==> src/rtl/ldd_ram.sv <==
module ldd_ram #(
  parameter int Width = 64,
  parameter int Depth = 64
) (
  input  logic                     clk,
  input  logic                     we,
  input  logic [$clog2(Depth)-1:0] waddr,
  input  logic [Width-1:0]         wdata,
  input  logic [$clog2(Depth)-1:0] raddr,
  output logic [Width-1:0]         rdata
);
  logic [Width-1:0] mem [Depth];

  always_ff @(posedge clk) begin
    if (we) begin
      mem[waddr] <= wdata;
    end
    rdata <= mem[raddr];
  end
endmodule

==> config.mk <==
export PLATFORM = sky130hd
export DESIGN_NAME = ldd_ram
export DESIGN_NICKNAME = d
export VERILOG_FILES = /design/src/rtl/ldd_ram.sv
export SDC_FILE = /design/constraint.sdc
export NUM_CORES = 2
export LEC_CHECK = 0
export ABC_AREA = 1
export BUFFER_PORTS_ARGS = -buffer_cell sky130_fd_sc_hd__buf_4
export CAP_MARGIN = 10
export CORE_UTILIZATION = 40
export CTS_BUF_LIST = sky130_fd_sc_hd__clkbuf_16
export DETAILED_ROUTE_END_ITERATION = 7
export SLEW_MARGIN = 20
export SYNTH_ARGS = -nofsm -noshare
export SYNTH_HDL_FRONTEND = slang
export SYNTH_SLANG_ARGS = --single-unit
==> constraint.sdc <==
create_clock -name clk -period 7.75 [get_ports clk]
set_input_delay 0.775 -clock clk [delete_from_list [all_inputs] [get_ports clk]]
set_output_delay 0.775 -clock clk [all_outputs]
set_load 0.02 [all_outputs]
Yosys cells after proc, flatten, opt, wreduce, memory -nomap -nowiden

Memory sizes are Yosys's and may differ from the RTL's. A register that Yosys moved wholly into a read port is not among the register bits.
Cells that the tools add are included.

Register bits: 0
Memory bits (writable): 4,096
Input bits: 78
Output and inout bits: 64
Word-level logic and storage cells: 3
Memories kept: 1

Memory list:

| memory | depth | width | rd ports | clocked after Yosys merged registers in | wr ports | line | text |
|---|---|---|---|---|---|---|---|
| mem    | 64    | 64    | 1        | 1                                       | 1        | 12   | `logic [Width-1:0] mem [Depth];` |

Multiplexer cells: 2

Operators by type and width:

| cell             | number |
|---|---|
| 2-to-1 mux 1 bit | 2 |

Depth between registers and ports, before layout

Word-level depth: 2
Depth in mapped cells: 13
Depth with buffers taken out: 9

Worst setup path before layout

Ideal clock, no wire load.

Path type: input -> register
Start: input port we
End: memory mem[48][0], enable pin
Setup time: 0.646 ns
Arrival time: 7.411 ns
Required time: 7.104 ns
Slack: -0.307 ns
Stages: 3
Buffers on the path: 1
Cells stage by stage: clkbuf_1 nand4_1 nor4_1

Cells in the longest elaborated chain, start to end: 2

Ends and longest elaborated chain:

| item                                   | line | text |
|---|---|---|
| from (decl)                            | 6    | `input logic we,` |
| 2-to-1 mux 1 bit                       | 15   | `if (we) begin` |
| 2-to-1 mux 1 bit (not written as such) | 16   | `mem[waddr] <= wdata;` |
| to (decl)                              | 12   |  |

No other way between the ends.

Final worst setup path

Start: input port waddr[0]
End: memory mem[62][13], enable pin

RTL lines:

| item        | line | text |
|---|---|---|
| from (decl) | 7    | `input logic [$clog2(Depth)-1:0] waddr,` |

Straight into the memory's write port.

==> summary.txt <==
Outcome
  – Outcome: finished, final reports clean

Cells and area
  – Layout cells sized above 1: 7.21%
  – Util after Layout: about 45%
  – Fin area: about 180,000 sq um
  – Final Net Count: ~13,000
  – P&R area growth vs syn: 11.5%
  – Area occupied by multi-input gates: 36,600 sq um
  – # fillers: between 30,000 and 40,000
  – Storage cell area: between 100,000 and 150,000 sq um
  – Non-Filler Instances: roughly 19,000

Critical path
  – WS Path Type: in2reg
  – Critical path required time: about 8300 ps
  – Nature of the critical path startpoint: input port
  – CP arrival: 3880 ps
  – Worst-path fanout max: 30
  – Setup crit end kind: flip-flop

Die
  – # IOs: ~140
  – Die Ht: ~640 microns
  – Die width: about 640 microns
  – Floorplan core area: around 400,000 sq um
  – # rows: approximately 240
  – Die area: a little over 400,000 sq um
  – Initial core utilization: 40.3%

STA
  – Final Cycle Share: between 40% and 50%
  – Relative slew slack: 10.8%
  – Worst Skew: 57.6 ps
  – RSZ-0062 raised after global routing: no
  – Max Clock Freq: roughly 0.30 GHz
  – Final setup fails: 0
  – Setup TNS: 0 ps
  – Tightest Pin Transition: 1340 ps
  – Fin crit period: between 3000 and 4000 ps
  – Slew Limit Fails: 0
  – Final hold vios: 0

Clock tree
  – CTS resizes: 0
  – Max H-tree Level: 5
  – Setup bufs post-CTS: 0
  – Clk_lat worst skew: 1000 ps
  – Root buffer selected by CTS: clkbuf_16
  – Worst-path clk slew: ~70 ps
  – CTS tree: done
  – Clk buf depth: 4
  – Sink Count: between 4,000 and 5,000
  – Hold buffers post-CTS: 0
  – Cts bufs inserted: roughly 400

Place
  – Dpl cells: ~18,000
  – Placer Congestion: 0.797
  – PortBufs: ~140
  – Detailed placement HPWL: between 200 and 300 mm
  – DP Area: ~170,000 sq um

Yosys
  – Mapped Nets: between 10,000 and 15,000
  – Synthesized area: 165,000 sq um
  – Netlist cell types: 16
  – Area contributors post-synth: edfxtp_1, nand3_1, nand2_1, buf_2, dfxtp_1
  – Ys Warns: 0
  – Number of flops mapped to enable cells by yosys: between 4,000 and 5,000
  – Asr flop ratio synth: 0%
  – Top cell type's share of synthesized area: ~74%
  – Syn Inst Count: between 10,000 and 15,000
  – Yosys reg bits: 4,160
  – Most used DFF post-synth: edfxtp_1
  – Mean Syn Cell Area: between 10 and 15 sq um
  – Commonest cells post-synth: nand2_1, edfxtp_1, nand3_1, buf_2, clkbuf_1
  – Most common cell in the synthesized netlist: nand2_1
  – Synth area leader: edfxtp_1
  – Sequential area share after synthesis: 75.2%

GRT
  – Total grt overflow: 0
  – Vias in the first global route: roughly 100k
  – Total global-route track usage: between 20% and 30%
  – Initial antenna violation count: 30
  – Largest net degree at the start of global routing: 229
  – First-pass GRT wire length: about 740 mm

Routing
  – DRC viols: 0
  – Drt total wl: 522 mm
  – Via count: roughly 110k
  – First drt pass iteration count: 6
  – Vias per cell: between 5 and 6
  – DRT antenna net count: 0
  – WL per Instance: ~27 microns
  – 1st-iter DRT viols: ~14,000

Pwr
  – Pwr dens: between 200 and 300 nW/um^2
  – Leakage: ~0.064 uW
  – VDD IR max: between 0.15 and 0.2 mV

Hold path
  – Hold Crit Class: in2reg

Flow run
  – Max-cap viol count: 0
-- flip-flops by register name, summed over array words and instances, names as in the netlist --
signal,count
mem,4096
rdata,64
-- critical path, cell delays in order --
cell and delay (ps):
buf_4 180, inv_1 260, nand4_1 690, nor2_4 1100
buf_4 790
-- metrics by stage --
stage               worst slack [ps]  total power (uW)  hold slack [ps]
floorplan                       -307             27000              721
global placement                3680             28200              773
detailed placement              3630             28200              775
CTS                             4670             47300              165
global route                    4430             48400              214
finish                          4450             47200              232
-- routing by layer --
layer	vias to the layer above	part of all wire (%)	global-route usage (%)
met5	-	0.0086	0
met4	8	4.1	9.23
met3	1006	9.8	4.18
met2	5737	46	39.0
met1	54300	40	33.6
li1	47600	-	-
-- report_power, final --
group / switching [uW] / internal (uW)
sequential: 116 / 24900
clock: 8540 / 10900
combinational: 2090 / 668
-- path summary, 6_finish.rpt --
| kind | startpoint | depth (start not counted) | slack, ps | end |
|---|---|---|---|---|
| max reg2reg | mem[8][55]$_DFFE_PP_ | 8 | 6200 | rdata[55]$_DFF_P_ |
| max | waddr[0] | 5 | 4450 | mem[62][13]$_DFFE_PP_ |
| min | waddr[1] | 2 | 230 | mem[52][52]$_DFFE_PP_ |
| min reg2reg | mem[10][6]$_DFFE_PP_ | 8 | 790 | rdata[6]$_DFF_P_ |
-- cell usage in the layout, fill, tap and decap left out --
| cell | netlist | final |
|---|---|---|
| buf_12 | 0 | 56 |
| buf_16 | 0 | 1 |
| buf_4 | 134 | 301 |
| buf_6 | 40 | 1 |
| buf_8 | 3 | 4 |
| bufinv_16 | 0 | 34 |
| clkbuf_16 | 0 | 418 |
| clkinv_1 | 0 | 110 |
| clkinv_16 | 0 | 4 |
| clkinv_2 | 0 | 67 |
| clkinv_4 | 0 | 2 |
| clkinv_8 | 0 | 2 |
| clkinvlp_4 | 0 | 10 |
| dfxtp_1 | 64 | 64 |
| diode_2 | 0 | 12 |
| edfxtp_1 | 4096 | 4096 |
| inv_1 | 8 | 90 |
| inv_16 | 0 | 7 |
| inv_6 | 0 | 6 |
| inv_8 | 0 | 4 |
| nand2_1 | 4416 | 4416 |
| nand3_1 | 3847 | 3847 |
| nand4_1 | 9 | 9 |
| nor2_4 | 0 | 56 |
| nor4_2 | 0 | 8 |
-- kinds of logic after synthesis --
logic type,Yosys count,synth area share [%]
buf+inv,909,2.95
flops,4160,75.2
simple gates,8336,21.9
-- layout make-up --
type | instances | share of cell area (%)
antenna | 12 | 0.0163
clock buffer | 418 | 5.68
clock inverter | 324 | 1.35
inverter | 12 | 0.0570
multi-input combinational | 8336 | 19.9
sequential | 4160 | 67.4
tap | 5451 | 3.70
timing repair buffer | 363 | 1.89
No activity file was read; power rests on OpenSTA's default activity.
